[src/hdl/i2cw_pkg.sv]
// Package for the three-byte I2C write master.
// Holds the phase codes, register indexes, state and item types, reset constants.
// Used by the top level, i2cw_csr, i2cw_core and the testbench; depends on nothing.
`timescale 1ns / 1ps
`default_nettype none

package i2cw_pkg;

   // Line phases of the bit-level sequencer
   typedef enum logic [3:0] {
      PH_IDLE       = 4'd0,
      PH_START_FALL = 4'd1,
      PH_START_LOW  = 4'd2,
      PH_BIT_SET    = 4'd3,
      PH_BIT_HIGH   = 4'd4,
      PH_BIT_LOW    = 4'd5,
      PH_ACK_REL    = 4'd6,
      PH_ACK_HIGH   = 4'd7,
      PH_ACK_LOW    = 4'd8,
      PH_STOP_SDA0  = 4'd9,
      PH_STOP_SCL1  = 4'd10,
      PH_STOP_SDA1  = 4'd11,
      PH_STOP_SCL0  = 4'd12
   } phase_type;

   // Configuration register indexes
   typedef enum logic {
      CSR_DEVICE_ADDRESS = 1'b0,
      CSR_CONTROL_BYTE   = 1'b1
   } csr_index_type;

   // Item kinds
   localparam logic OP_TICK    = 1'b0;
   localparam logic OP_REQUEST = 1'b1;

   // Byte slots
   localparam logic [1:0] SLOT_ADDRESS = 2'd0;
   localparam logic [1:0] SLOT_CONTROL = 2'd1;
   localparam logic [1:0] SLOT_DATA    = 2'd2;

   localparam logic [2:0] LAST_BIT = 3'd7;

   // Register reset values
   localparam logic [7:0] DEVICE_ADDRESS_RESET = 8'h90;
   localparam logic [7:0] CONTROL_BYTE_RESET   = 8'h40;

   localparam int REQ_TDATA_WIDTH = 16;
   localparam int RSP_TDATA_WIDTH = 8;

   typedef struct packed {
      logic [7:0] device_address;
      logic [7:0] control_byte;
   } cfg_type;

   typedef struct packed {
      logic       opcode;
      logic [7:0] data_byte;
      logic       sda_in;
   } req_item_type;

   typedef struct packed {
      logic scl_out;
      logic sda_out;
      logic busy_res;
      logic done_res;
      logic ack_error;
   } rsp_item_type;

   typedef struct packed {
      phase_type  phase;
      logic [1:0] byte_slot;
      logic [2:0] bit_count;
      logic [7:0] shift_byte;
      logic [7:0] held_data;
      logic       clock_level;
      logic       data_level;
      logic       nack_seen;
   } state_type;

   localparam state_type STATE_RESET = '{
      phase:       PH_IDLE,
      byte_slot:   SLOT_ADDRESS,
      bit_count:   3'd0,
      shift_byte:  8'h00,
      held_data:   8'h00,
      clock_level: 1'b1,
      data_level:  1'b1,
      nack_seen:   1'b0
   };

endpackage

`default_nettype wire

[src/hdl/i2c_master_three_byte_write.sv]
// Bit-level I2C master that writes an address, a control byte and a data byte.
// Top level: input register, sequencer, result register. Uses i2cw_pkg,
// i2cw_csr and i2cw_core.
//
// Usage:
//  - req channel: each transfer is one item. tuser = 1 starts a write (idle only,
//    otherwise it counts as a tick); tuser = 0 is a tick that advances one line
//    phase. tdata carries the data byte and the sampled SDA level.
//  - rsp channel: one item per request item, in order, carrying the line levels
//    to drive, busy and the sticky NACK flag; tlast marks the item that ends
//    a transfer (after the stop, or right after a NACK with no stop).
//  - csr channel: writes device_address (index 0) and control_byte (index 1),
//    always ready; write it only while no write is under way.
//  - rsp_tvalid rises once the input register has loaded on the req transfer
//    and the result register has loaded from it; a held result stalls the second load.
//    Throughput: one item per cycle while results are taken, set by the single pass of
//    next-phase logic between the two registers.
//  - Reset: both lines released (SCL and SDA high), sequencer idle, registers
//    back to 0x90 and 0x40, both stages empty.
//  - Stall: a held rsp item keeps its data; req_tready drops only once both
//    the input and the result register are occupied.
`timescale 1ns / 1ps
`default_nettype none

module i2c_master_three_byte_write
   import i2cw_pkg::*;
(
   input  wire logic                       clock,
   input  wire logic                       reset,
   // request channel
   input  wire logic                       req_tvalid,
   output logic                            req_tready,
   input  wire logic [REQ_TDATA_WIDTH-1:0] req_tdata,  // [7:0] data_byte, [8] sda_in, rest 0
   input  wire logic                       req_tuser,  // [0] opcode
   // result channel
   output logic                            rsp_tvalid,
   input  wire logic                       rsp_tready,
   output logic [RSP_TDATA_WIDTH-1:0]      rsp_tdata,  // [0] scl_out, [1] sda_out,
                                                       // [2] busy_res, [3] ack_error, rest 0
   output logic                            rsp_tlast,  // done_res
   // configuration write channel
   input  wire logic                       csr_valid,
   output logic                            csr_ready,
   input  wire logic                       csr_index,
   input  wire logic [7:0]                 csr_wdata
);

   logic         req_fire;
   logic         stage_move;
   logic         rsp_free;

   logic         in_valid_ff;
   logic         in_valid_in;
   req_item_type in_item_ff;
   req_item_type in_item_in;

   logic         rsp_valid_ff;
   logic         rsp_valid_in;
   rsp_item_type rsp_item_ff;
   rsp_item_type rsp_item_in;

   cfg_type      cfg;

   // Configuration registers are always ready
   assign csr_ready = 1'b1;

   i2cw_csr u_csr (
      .clock     (clock),
      .reset     (reset),
      .csr_fire  (csr_valid & csr_ready),
      .csr_index (csr_index_type'(csr_index)),
      .csr_wdata (csr_wdata),
      .cfg       (cfg)
   );

   // Advance the input stage when the result register is empty or being taken
   assign rsp_free   = !rsp_valid_ff || rsp_tready;
   assign stage_move = in_valid_ff && rsp_free;
   assign req_tready = !in_valid_ff || rsp_free;
   assign req_fire   = req_tvalid && req_tready;

   always_comb begin
      in_item_in.opcode    = req_tuser;
      in_item_in.data_byte = req_tdata[7:0];
      in_item_in.sda_in    = req_tdata[8];

      if (req_fire) begin
         in_valid_in = 1'b1;
      end else if (stage_move) begin
         in_valid_in = 1'b0;
      end else begin
         in_valid_in = in_valid_ff;
      end

      if (stage_move) begin
         rsp_valid_in = 1'b1;
      end else if (rsp_tready) begin
         rsp_valid_in = 1'b0;
      end else begin
         rsp_valid_in = rsp_valid_ff;
      end
   end

   always_ff @(posedge clock) begin
      if (reset) begin
         in_valid_ff  <= 1'b0;
         rsp_valid_ff <= 1'b0;
      end else begin
         in_valid_ff  <= in_valid_in;
         rsp_valid_ff <= rsp_valid_in;
      end
   end

   // Payload registers: load on transfer, hold otherwise
   always_ff @(posedge clock) begin
      if (req_fire) begin
         in_item_ff <= in_item_in;
      end
      if (stage_move) begin
         rsp_item_ff <= rsp_item_in;
      end
   end

   // Sequencer steps once per item leaving the input register
   i2cw_core u_core (
      .clock  (clock),
      .reset  (reset),
      .step   (stage_move),
      .item   (in_item_ff),
      .cfg    (cfg),
      .result (rsp_item_in)
   );

   assign rsp_tvalid = rsp_valid_ff;
   assign rsp_tdata  = {4'b0000, rsp_item_ff.ack_error, rsp_item_ff.busy_res,
                        rsp_item_ff.sda_out, rsp_item_ff.scl_out};
   assign rsp_tlast  = rsp_item_ff.done_res;

endmodule

`default_nettype wire

[src/hdl/i2cw_csr.sv]
// Configuration registers of the three-byte I2C write master.
// Depends on i2cw_pkg for register indexes and reset values.
`timescale 1ns / 1ps
`default_nettype none

module i2cw_csr
   import i2cw_pkg::*;
(
   input  wire logic          clock,
   input  wire logic          reset,
   input  wire logic          csr_fire,
   input  wire csr_index_type csr_index,
   input  wire logic [7:0]    csr_wdata,
   output cfg_type            cfg
);

   cfg_type cfg_ff;
   cfg_type cfg_in;

   always_comb begin
      cfg_in = cfg_ff;
      if (csr_fire) begin
         case (csr_index)
            CSR_DEVICE_ADDRESS: cfg_in.device_address = csr_wdata;
            CSR_CONTROL_BYTE:   cfg_in.control_byte   = csr_wdata;
            default:            cfg_in = cfg_ff;
         endcase
      end
   end

   always_ff @(posedge clock) begin
      if (reset) begin
         cfg_ff.device_address <= DEVICE_ADDRESS_RESET;
         cfg_ff.control_byte   <= CONTROL_BYTE_RESET;
      end else begin
         cfg_ff <= cfg_in;
      end
   end

   assign cfg = cfg_ff;

endmodule

`default_nettype wire

[src/hdl/i2cw_core.sv]
// Line-phase sequencer of the three-byte I2C write master.
// Holds the transfer state and forms one result per processed item.
// Depends on i2cw_pkg for phase codes, state and item types.
`timescale 1ns / 1ps
`default_nettype none

module i2cw_core
   import i2cw_pkg::*;
(
   input  wire logic         clock,
   input  wire logic         reset,
   input  wire logic         step,
   input  wire req_item_type item,
   input  wire cfg_type      cfg,
   output rsp_item_type      result
);

   state_type state_ff;
   state_type state_in;
   logic      done;

   always_comb begin
      state_in = state_ff;
      done     = 1'b0;
      if (item.opcode == OP_REQUEST && state_ff.phase == PH_IDLE) begin
         // latch the data byte and release both lines
         state_in.held_data   = item.data_byte;
         state_in.nack_seen   = 1'b0;
         state_in.byte_slot   = SLOT_ADDRESS;
         state_in.bit_count   = 3'd0;
         state_in.data_level  = 1'b1;
         state_in.clock_level = 1'b1;
         state_in.phase       = PH_START_FALL;
      end else begin
         case (state_ff.phase)
            PH_IDLE: begin
               state_in = state_ff;
            end
            PH_START_FALL: begin
               state_in.data_level = 1'b0;
               state_in.phase      = PH_START_LOW;
            end
            PH_START_LOW: begin
               state_in.clock_level = 1'b0;
               state_in.byte_slot   = SLOT_ADDRESS;
               state_in.bit_count   = 3'd0;
               state_in.shift_byte  = cfg.device_address;
               state_in.phase       = PH_BIT_SET;
            end
            PH_BIT_SET: begin
               state_in.data_level = state_ff.shift_byte[7];
               state_in.phase      = PH_BIT_HIGH;
            end
            PH_BIT_HIGH: begin
               state_in.clock_level = 1'b1;
               state_in.phase       = PH_BIT_LOW;
            end
            PH_BIT_LOW: begin
               state_in.clock_level = 1'b0;
               state_in.shift_byte  = {state_ff.shift_byte[6:0], 1'b0};
               if (state_ff.bit_count == LAST_BIT) begin
                  state_in.bit_count = 3'd0;
                  state_in.phase     = PH_ACK_REL;
               end else begin
                  state_in.bit_count = 3'(state_ff.bit_count + 3'd1);
                  state_in.phase     = PH_BIT_SET;
               end
            end
            PH_ACK_REL: begin
               state_in.data_level = 1'b1;
               state_in.phase      = PH_ACK_HIGH;
            end
            PH_ACK_HIGH: begin
               state_in.clock_level = 1'b1;
               state_in.nack_seen   = item.sda_in;
               state_in.phase       = PH_ACK_LOW;
            end
            PH_ACK_LOW: begin
               state_in.clock_level = 1'b0;
               if (state_ff.nack_seen) begin
                  // drop the transfer, no stop
                  done           = 1'b1;
                  state_in.phase = PH_IDLE;
               end else if (state_ff.byte_slot == SLOT_ADDRESS) begin
                  state_in.byte_slot  = SLOT_CONTROL;
                  state_in.shift_byte = cfg.control_byte;
                  state_in.phase      = PH_BIT_SET;
               end else if (state_ff.byte_slot == SLOT_CONTROL) begin
                  state_in.byte_slot  = SLOT_DATA;
                  state_in.shift_byte = state_ff.held_data;
                  state_in.phase      = PH_BIT_SET;
               end else begin
                  state_in.phase = PH_STOP_SDA0;
               end
            end
            PH_STOP_SDA0: begin
               state_in.data_level = 1'b0;
               state_in.phase      = PH_STOP_SCL1;
            end
            PH_STOP_SCL1: begin
               state_in.clock_level = 1'b1;
               state_in.phase       = PH_STOP_SDA1;
            end
            PH_STOP_SDA1: begin
               state_in.data_level = 1'b1;
               state_in.phase      = PH_STOP_SCL0;
            end
            PH_STOP_SCL0: begin
               state_in.clock_level = 1'b0;
               done                 = 1'b1;
               state_in.phase       = PH_IDLE;
            end
            default: begin
               state_in.phase = PH_IDLE;
            end
         endcase
      end
   end

   always_ff @(posedge clock) begin
      if (reset) begin
         state_ff <= STATE_RESET;
      end else if (step) begin
         state_ff <= state_in;
      end
   end

   always_comb begin
      result.scl_out   = state_in.clock_level;
      result.sda_out   = state_in.data_level;
      result.busy_res  = (state_in.phase != PH_IDLE);
      result.done_res  = done;
      result.ack_error = state_in.nack_seen;
   end

endmodule

`default_nettype wire

[config.mk]
export PLATFORM = sky130hd
export DESIGN_NAME = i2c_master_three_byte_write
export DESIGN_NICKNAME = d
export VERILOG_FILES = /design/src/hdl/i2cw_pkg.sv /design/src/hdl/i2c_master_three_byte_write.sv /design/src/hdl/i2cw_csr.sv /design/src/hdl/i2cw_core.sv
export SDC_FILE = /design/constraint.sdc
export NUM_CORES = 1
export LEC_CHECK = 0
export BUFFER_PORTS_ARGS = -buffer_cell sky130_fd_sc_hd__clkbuf_2
export CAP_MARGIN = 20
export CORE_MARGIN = 4
export CORE_UTILIZATION = 60
export CTS_CLUSTER_SIZE = 24
export DETAILED_ROUTE_END_ITERATION = 7
export MAX_ROUTING_LAYER = met4
export PLACE_DENSITY = 0.84
export SLEW_MARGIN = 20
export SYNTH_ARGS = -nofsm -noshare
export SYNTH_HDL_FRONTEND = slang
export SYNTH_SLANG_ARGS = --single-unit
[constraint.sdc]
create_clock -name clock -period 5.1 [get_ports clock]
set_input_delay 1.02 -clock clock [delete_from_list [all_inputs] [get_ports clock]]
set_output_delay 1.02 -clock clock [all_outputs]
set_load 0.1 [all_outputs]
==> results of run 1 <==
cell families (layout without fill, tap and decap cells):
family          count (synthesis)  count (layout)  share of synthesized area
flops                          61              61                      0.497
simple gates                  123             123                      0.217
fa+ha+maj                       2               2                    0.00906
buf+inv                        35              52                     0.0571
mux                             3               3                     0.0109
other cells                     2               5                    0.00272
compound gates                 86              86                      0.207
through the flow:
stage / cells / utilization / hold WS, ns / cell area [sq um] / total power, mW
CTS: 384 / 0.696 / 0.472 / 3070 / 1.14
global route: 384 / 0.696 / 0.485 / 3070 / 1.18
finish: 384 / 0.696 / 0.470 / 3070 / 1.13
global placement: 368 / 0.646 / 0.443 / 2850 / 0.685
floorplan: 315 / - / 0.433 / 2770 / 0.663
detailed placement: 368 / 0.646 / 0.453 / 2850 / 0.689
per-layer routing:
layer  vias up  global-route usage
met5         -                   -
met4         0               0.103
met3        14              0.0501
met2        77               0.357
met1      1114               0.301
li1       1138                   -
Yosys cell counts, drive strengths merged, types with 2 or more instances:
| cell | n | area share |
|---|---|---|
| a21oi | 41 | 0.074 |
| dfxtp | 46 | 0.33 |
| mux2i | 3 | 0.011 |
| conb | 2 | 0.0027 |
| o32a | 2 | 0.0072 |
| a221oi | 7 | 0.022 |
| nor2b | 2 | 0.0045 |
| buf | 7 | 0.019 |
| nor2 | 35 | 0.048 |
| nand2 | 44 | 0.060 |
| nand3 | 16 | 0.029 |
| or3 | 3 | 0.010 |
| o22ai | 10 | 0.023 |
| o21ai | 4 | 0.0072 |
| nand4b | 2 | 0.0063 |
| nor3 | 3 | 0.0091 |
| a22oi | 2 | 0.0054 |
| nand2b | 5 | 0.011 |
| nor4b | 2 | 0.0063 |
| inv | 6 | 0.0082 |
| clkbuf | 22 | 0.030 |
| ha | 2 | 0.0091 |
| a211oi | 11 | 0.038 |
| edfxtp | 15 | 0.16 |
| nand3b | 3 | 0.0082 |
cell type report:
class | instances | area (sq um)
Timing Repair Buffer | 30 | 150
Clock inverter | 6 | 68.8
Tap cell | 52 | 65.1
Fill cell | 352 | 1340
Sequential cell | 61 | 1370
Clock buffer | 10 | 149
Inverter | 6 | 22.5
Multi-Input combinational cell | 219 | 1240
cell usage in the layout (no fill, tap or decap), types with 4 or more instances in the layout:
cell	synthesis	layout
sky130_fd_sc_hd__edfxtp_1	15	15
sky130_fd_sc_hd__nand3_1	16	16
sky130_fd_sc_hd__nand2b_1	5	5
sky130_fd_sc_hd__conb_1	2	5
sky130_fd_sc_hd__nand2_1	44	44
sky130_fd_sc_hd__nor2_1	35	35
sky130_fd_sc_hd__clkbuf_2	0	30
sky130_fd_sc_hd__inv_1	6	6
sky130_fd_sc_hd__a211oi_1	8	8
sky130_fd_sc_hd__dfxtp_1	46	46
sky130_fd_sc_hd__clkbuf_8	0	9
sky130_fd_sc_hd__a221oi_1	7	7
sky130_fd_sc_hd__o22ai_1	10	10
sky130_fd_sc_hd__o21ai_0	4	4
sky130_fd_sc_hd__a21oi_1	41	41
path summary, 6_finish.rpt:
kind	cells after the start	slack [ns]	end
setup / recovery	4	2.31	req_tready
hold / removal	2	0.47	u_csr.cfg[4]$_SDFFE_PP0P_
setup reg to reg	5	2.41	u_core.state_ff[3]$_SDFFE_PP0P_
hold reg to reg	2	0.47	u_csr.cfg[4]$_SDFFE_PP0P_
power by group through the flow:
stage	Clock [mW]	Combinational [mW]	Sequential, mW
3_3_place_gp	0	0.137	0.548
5_1_grt	0.478	0.157	0.541
2_1_floorplan	0	0.107	0.556
6_report	0.452	0.143	0.539
4_1_cts	0.461	0.142	0.538
3_5_place_dp	0	0.140	0.548
critical path: cells and delay by family:
kind                   cells  cell delay [ns]
buffers and inverters      2             0.45
AND/OR/NAND/NOR            2             0.28
flip-flops by register name, indices dropped and copies added (netlist names):
| name | cells |
|---|---|
| rsp_tdata | 4 |
| rsp_tlast | 1 |
| u_core.state_ff | 28 |
| in_valid_ff | 1 |
| u_csr.cfg | 16 |
| in_item_ff | 10 |
| rsp_tvalid | 1 |
==> impl_metrics.ini, run 1 <==
[floorplan]
initial_utilization = 0.626
floorplan.die.width_um = 75.8
placeableCoreArea_sq_um = 4410
die-area_sq_um = 5750
rows = 24
boundaryPins = 43
die_height_um = 75.8

[route]
drt.antenna.violating_nets = 0
detailedRoute.firstIterationViolations = 313
route.layer.met1.wl_mm = 2.69
wl_mm = 6.01
drt_drc_violations_left = 0
dr_wl_met3_um = 345
viasPerCell = 6.10
drt-pass1-iter-count = 5
met2_wirelength_mm = 2.86
top_signal_layer_used = met4
drt-wirelength-per-cell_um = 15.6
via_count = 2343

[clock_network]
number_of_sinks_on_the_clock_net = 61
cts_hold_buf = 0
number_of_instances_resized_during_post_cts_repair = 0
clk_pin_slew_worst_paths_ns = 0.07
cts-root-to-sink-buffers = 2
tritoncts = yes
clk_latency_ns = 0.34
cts_made_buffers = 9
cts_post_setup_buffers_inserted = 0
cts_root_buf = sky130_fd_sc_hd__clkbuf_8
ctsHtreeMaxLevel = 3

[timing]
period_share = 0.546
worst_slew_pin_slew_ns = 0.949
tns_ns = 0
final-setup-viol-count = 0
final_max_slew_violation_count = 0
grt_setup_unrepaired = no
post-route-min-period_ns = 2.79
slew_headroom = 0.365
maxClockFrequency_ghz = 0.359
hold_viol_final = 0
fin_skew_ns = 0.00849
worst_slack_ns = 2.31

[power_and_ir_drop]
worst_ir_drop_vdd_v = 0.000241
cell_int_power_uw = 819
p_clk_frac = 0.399
power.static_leakage_nw = 1.13
switchingPower_uw = 315
power.share.sequential = 0.475
combinational_power_share = 0.126
switching_share = 0.278
p_per_area_nw_per_um2 = 369

[synthesis]
syn_area_per_cell_sq_um = 8.85
synth-seq-cells = 61
post_synthesis_instance_total = 312
synth_top_flop_cell = sky130_fd_sc_hd__dfxtp_1
yosys_warnings = 0
synth_seq_area_share = 0.497
synth_area_sq_um = 2760
synth.distinct_cells = 48
async_flop_share = 0
post_synth_edffs = 15

[critical_path]
cp-end-kind = output pin
critPathMaxStageDelay_ns = 0.37
cp.required_ns = 4.08
timing.rr.start = u_core.state_ff[25]$_SDFFE_PP0P_
arrival_ns = 1.77
critical_path.max_fanout = 4
crit_path_cell_trace = clkbuf_2 > nor2b_1 > nand2_1 > clkbuf_2
critical_path.slowest_cell = sky130_fd_sc_hd__clkbuf_2
cp_common_cell = sky130_fd_sc_hd__clkbuf_2
crit_path_start_kind = input pin
startpoint = rsp_tready
path_class = input pin to output pin

[layout]
area_growth_syn_to_fin_pct = 11.2
share_of_post_route_cells_with_drive_strength_above_1 = 0.169
design.final.nets = 360
antennaDiodeCount = 0

[grt]
grt_start_max_net_pins = 47
grt_antenna_before_repair = 0
grt_pass1_vias = 2134
global_route.usage.total = 0.235
grt_first_pass_wirelength_mm = 9.84
grt_remaining_overflow = 0

[outcome]
run_status = completed

[place]
buffer_ports.inserted = 30
place.detailed.hpwl_mm = 3.87
finalWeightedCongestion = 0.799
detailedPlace.worstSlack_ns = 2.14

[worst_hold_path]
hold_path.startpoint = u_csr.cfg[4]$_SDFFE_PP0P_
min-delay-path-class = flip-flop to flip-flop

[flow_run]
timing.max_cap.violations = 0
No activity file was read; power rests on OpenSTA's default activity.
==> run 2, diff against run 1 <==
--- a/config.mk
+++ b/config.mk
@@ -8,11 +8,11 @@
 export BUFFER_PORTS_ARGS = -buffer_cell sky130_fd_sc_hd__clkbuf_2
 export CAP_MARGIN = 20
 export CORE_MARGIN = 4
-export CORE_UTILIZATION = 60
+export CORE_UTILIZATION = 56
 export CTS_CLUSTER_SIZE = 24
 export DETAILED_ROUTE_END_ITERATION = 7
 export MAX_ROUTING_LAYER = met4
-export PLACE_DENSITY = 0.84
+export PLACE_DENSITY = 0.79
 export SLEW_MARGIN = 20
 export SYNTH_ARGS = -nofsm -noshare
 export SYNTH_HDL_FRONTEND = slang
==> constraint.sdc (replaced) <==
create_clock -name clock -period 2.73 [get_ports clock]
set_input_delay 0.546 -clock clock [delete_from_list [all_inputs] [get_ports clock]]
set_output_delay 0.546 -clock clock [all_outputs]
set_load 0.1 [all_outputs]
==> run 2 against run 1 <==
Effect of this change: combinational power is 110% higher; global-route usage decreased by 2.4 points; total power up 83%; clock-buffer cell count grew 1; routed wire length is 1.1% lower; die area increased by 6.4%; non-clock buffer count rose by 10; clock power increased by 74%; via count fell by 0.38%; core utilization down 3.3 points; sequential power rose by 84%; highest routed layer unchanged.
==> impl_metrics.ini, run 2 (same netlist as run 1, synthesis figures left out) <==
[worst_hold_path]
min-delay-path-class = input pin to flip-flop

[grt]
grt_start_max_net_pins = 31
global_route.peak_usage_layer = met2
grt_pass1_vias = 2049
grt_first_pass_wirelength_mm = 9.85
grt_antenna_before_repair = 0
globalRouteMet3Util = 0.0550
grt_remaining_overflow = 0
global_route.usage.met2 = 0.311
global_route.usage.total = 0.211
grt_util_met1 = 0.289

[floorplan]
placeableCoreArea_sq_um = 4750
die-area_sq_um = 6120
rows = 25
floorplan.die.width_um = 78.2
boundaryPins = 43
die_height_um = 78.2
initial_utilization = 0.581

[clock_network]
ctsHtreeMaxLevel = 3
clk_latency_ns = 0.34
cts-root-to-sink-buffers = 2
number_of_sinks_on_the_clock_net = 61
cts_hold_buf = 0
number_of_instances_resized_during_post_cts_repair = 0
cts_root_buf = sky130_fd_sc_hd__clkbuf_8
cts_post_setup_buffers_inserted = 0
cts_made_buffers = 9
tritoncts = yes
clk_pin_slew_worst_paths_ns = 0.07

[timing]
final_max_slew_violation_count = 0
worst_slew_pin_slew_ns = 0.642
period_share = 0.769
final-setup-viol-count = 0
post-route-min-period_ns = 2.10
tns_ns = 0
grt_setup_unrepaired = no
hold_viol_final = 0
slew_headroom = 0.572
fin_skew_ns = 0.00822
maxClockFrequency_ghz = 0.477

[route]
drt_drc_violations_left = 0
via_count = 2334
drt-wirelength-per-cell_um = 14.5
drt-pass1-iter-count = 5
wl_mm = 5.94
detailedRoute.firstIterationViolations = 276
viasPerCell = 5.71
drt.antenna.violating_nets = 0

[power_and_ir_drop]
power.static_leakage_nw = 1.17
switching_share = 0.279
cell_int_power_mw = 1.49
final_total_pwr_mw = 2.07
combinational_power_share = 0.142
switchingPower_uw = 579
p_per_area_nw_per_um2 = 658
p_clk_frac = 0.379
worst_ir_drop_vdd_v = 0.000550
power.share.sequential = 0.479

[critical_path]
critical_path.max_fanout = 16
cp-end-kind = flip-flop
cp.required_ns = 2.98
path_class = flip-flop to flip-flop
crit_path_start_kind = flip-flop
arrival_ns = 2.35

[place]
place.detailed.hpwl_mm = 4.30
numPlacedInstances = 393
buffer_ports.inserted = 30
finalWeightedCongestion = 0.883
post_dp_cell_area_sq_um = 2950

[layout]
mostFrequentLayoutCell = sky130_fd_sc_hd__dfxtp_1
share_of_post_route_cells_with_drive_strength_above_1 = 0.193
regMostFlops = u_core.state_ff
area_growth_syn_to_fin_pct = 14.1
design.final.nets = 370
final_area_sq_um = 3150
finalNonFillerCells = 409
largest_register_ff_count = 28
highest_count_cells_in_the_layout_ignoring_fill_and_taps = sky130_fd_sc_hd__dfxtp_1, sky130_fd_sc_hd__nand2_1, sky130_fd_sc_hd__a21oi_1, sky130_fd_sc_hd__nor2_1, sky130_fd_sc_hd__clkbuf_2
antennaDiodeCount = 0
fill_cell_instance_count_of_the_final_layout = 409

[outcome]
run_status = completed

[flow_run]
timing.max_cap.violations = 0
==> run 2: cell count changes in the layout (fill, tap and decap cells not counted), sizes merged <==
cell and change:
clkbuf +1, clkinvlp +1, inv -1, buf +10, bufinv -1
==> run 2: metrics by stage <==
stage	worst slack, ns	utilization	hold slack, ns
6_report	0.632	0.663	0.382
4_1_cts	0.652	0.663	0.369
3_5_place_dp	0.674	0.620	0.453
2_1_floorplan	0.103	-	0.433
5_1_grt	0.381	0.663	0.368
3_3_place_gp	0.715	0.620	0.445
==> run 2: path summary, 6_finish.rpt <==
path | start | endpoint | slack [ns] | cells past startpoint
worst max-delay path | u_core.state_ff[26]$_SDFFE_PP0P_ | u_core.state_ff[11]$_SDFFE_PP0P_ | 0.63 | 7
worst min-delay path | req_tdata[5] | in_item_ff[6]$_DFFE_PP_ | 0.38 | 1
worst min register to register | u_core.state_ff[21]$_SDFFE_PP0P_ | u_core.state_ff[21]$_SDFFE_PP0P_ | 0.46 | 2
worst max register to register | u_core.state_ff[26]$_SDFFE_PP0P_ | u_core.state_ff[11]$_SDFFE_PP0P_ | 0.63 | 7
==> run 2: area by class of cell <==
class                           instances  area (sq um)  area share
Sequential cell                        61          1370       0.435
Clock inverter                          5          30.0     0.00953
Timing Repair Buffer                   40           225      0.0715
Tap cell                               67          83.8      0.0266
Inverter                                6          22.5     0.00715
Clock buffer                           11           174      0.0552
Multi-Input combinational cell        219          1240       0.395
==> run 2: power by group through the flow <==
stage               clock network (mW)  logic [mW]  registers, mW
floorplan                            0       0.200           1.04
global placement                     0       0.285           1.01
detailed placement                   0       0.291           1.01
CTS                              0.805       0.292          0.993
global route                     0.845       0.322          0.996
finish                           0.787       0.294          0.993
==> run 2: worst max-delay path, stage by stage (launching register included) <==
cell                       delay [ns]
sky130_fd_sc_hd__dfxtp_1         0.43
sky130_fd_sc_hd__buf_4           0.21
sky130_fd_sc_hd__nor4bb_1        0.49
sky130_fd_sc_hd__nor2_1          0.15
sky130_fd_sc_hd__a211oi_4        0.21
sky130_fd_sc_hd__buf_4           0.24
sky130_fd_sc_hd__nor2_1          0.06
sky130_fd_sc_hd__a311oi_1        0.22
==> run 2: routing by layer <==
metal,vias to the layer above,part of all wire
li1,1161,-
met1,1077,0.45
met2,86,0.47
met3,10,0.068
met5,-,0
met4,0,0.011
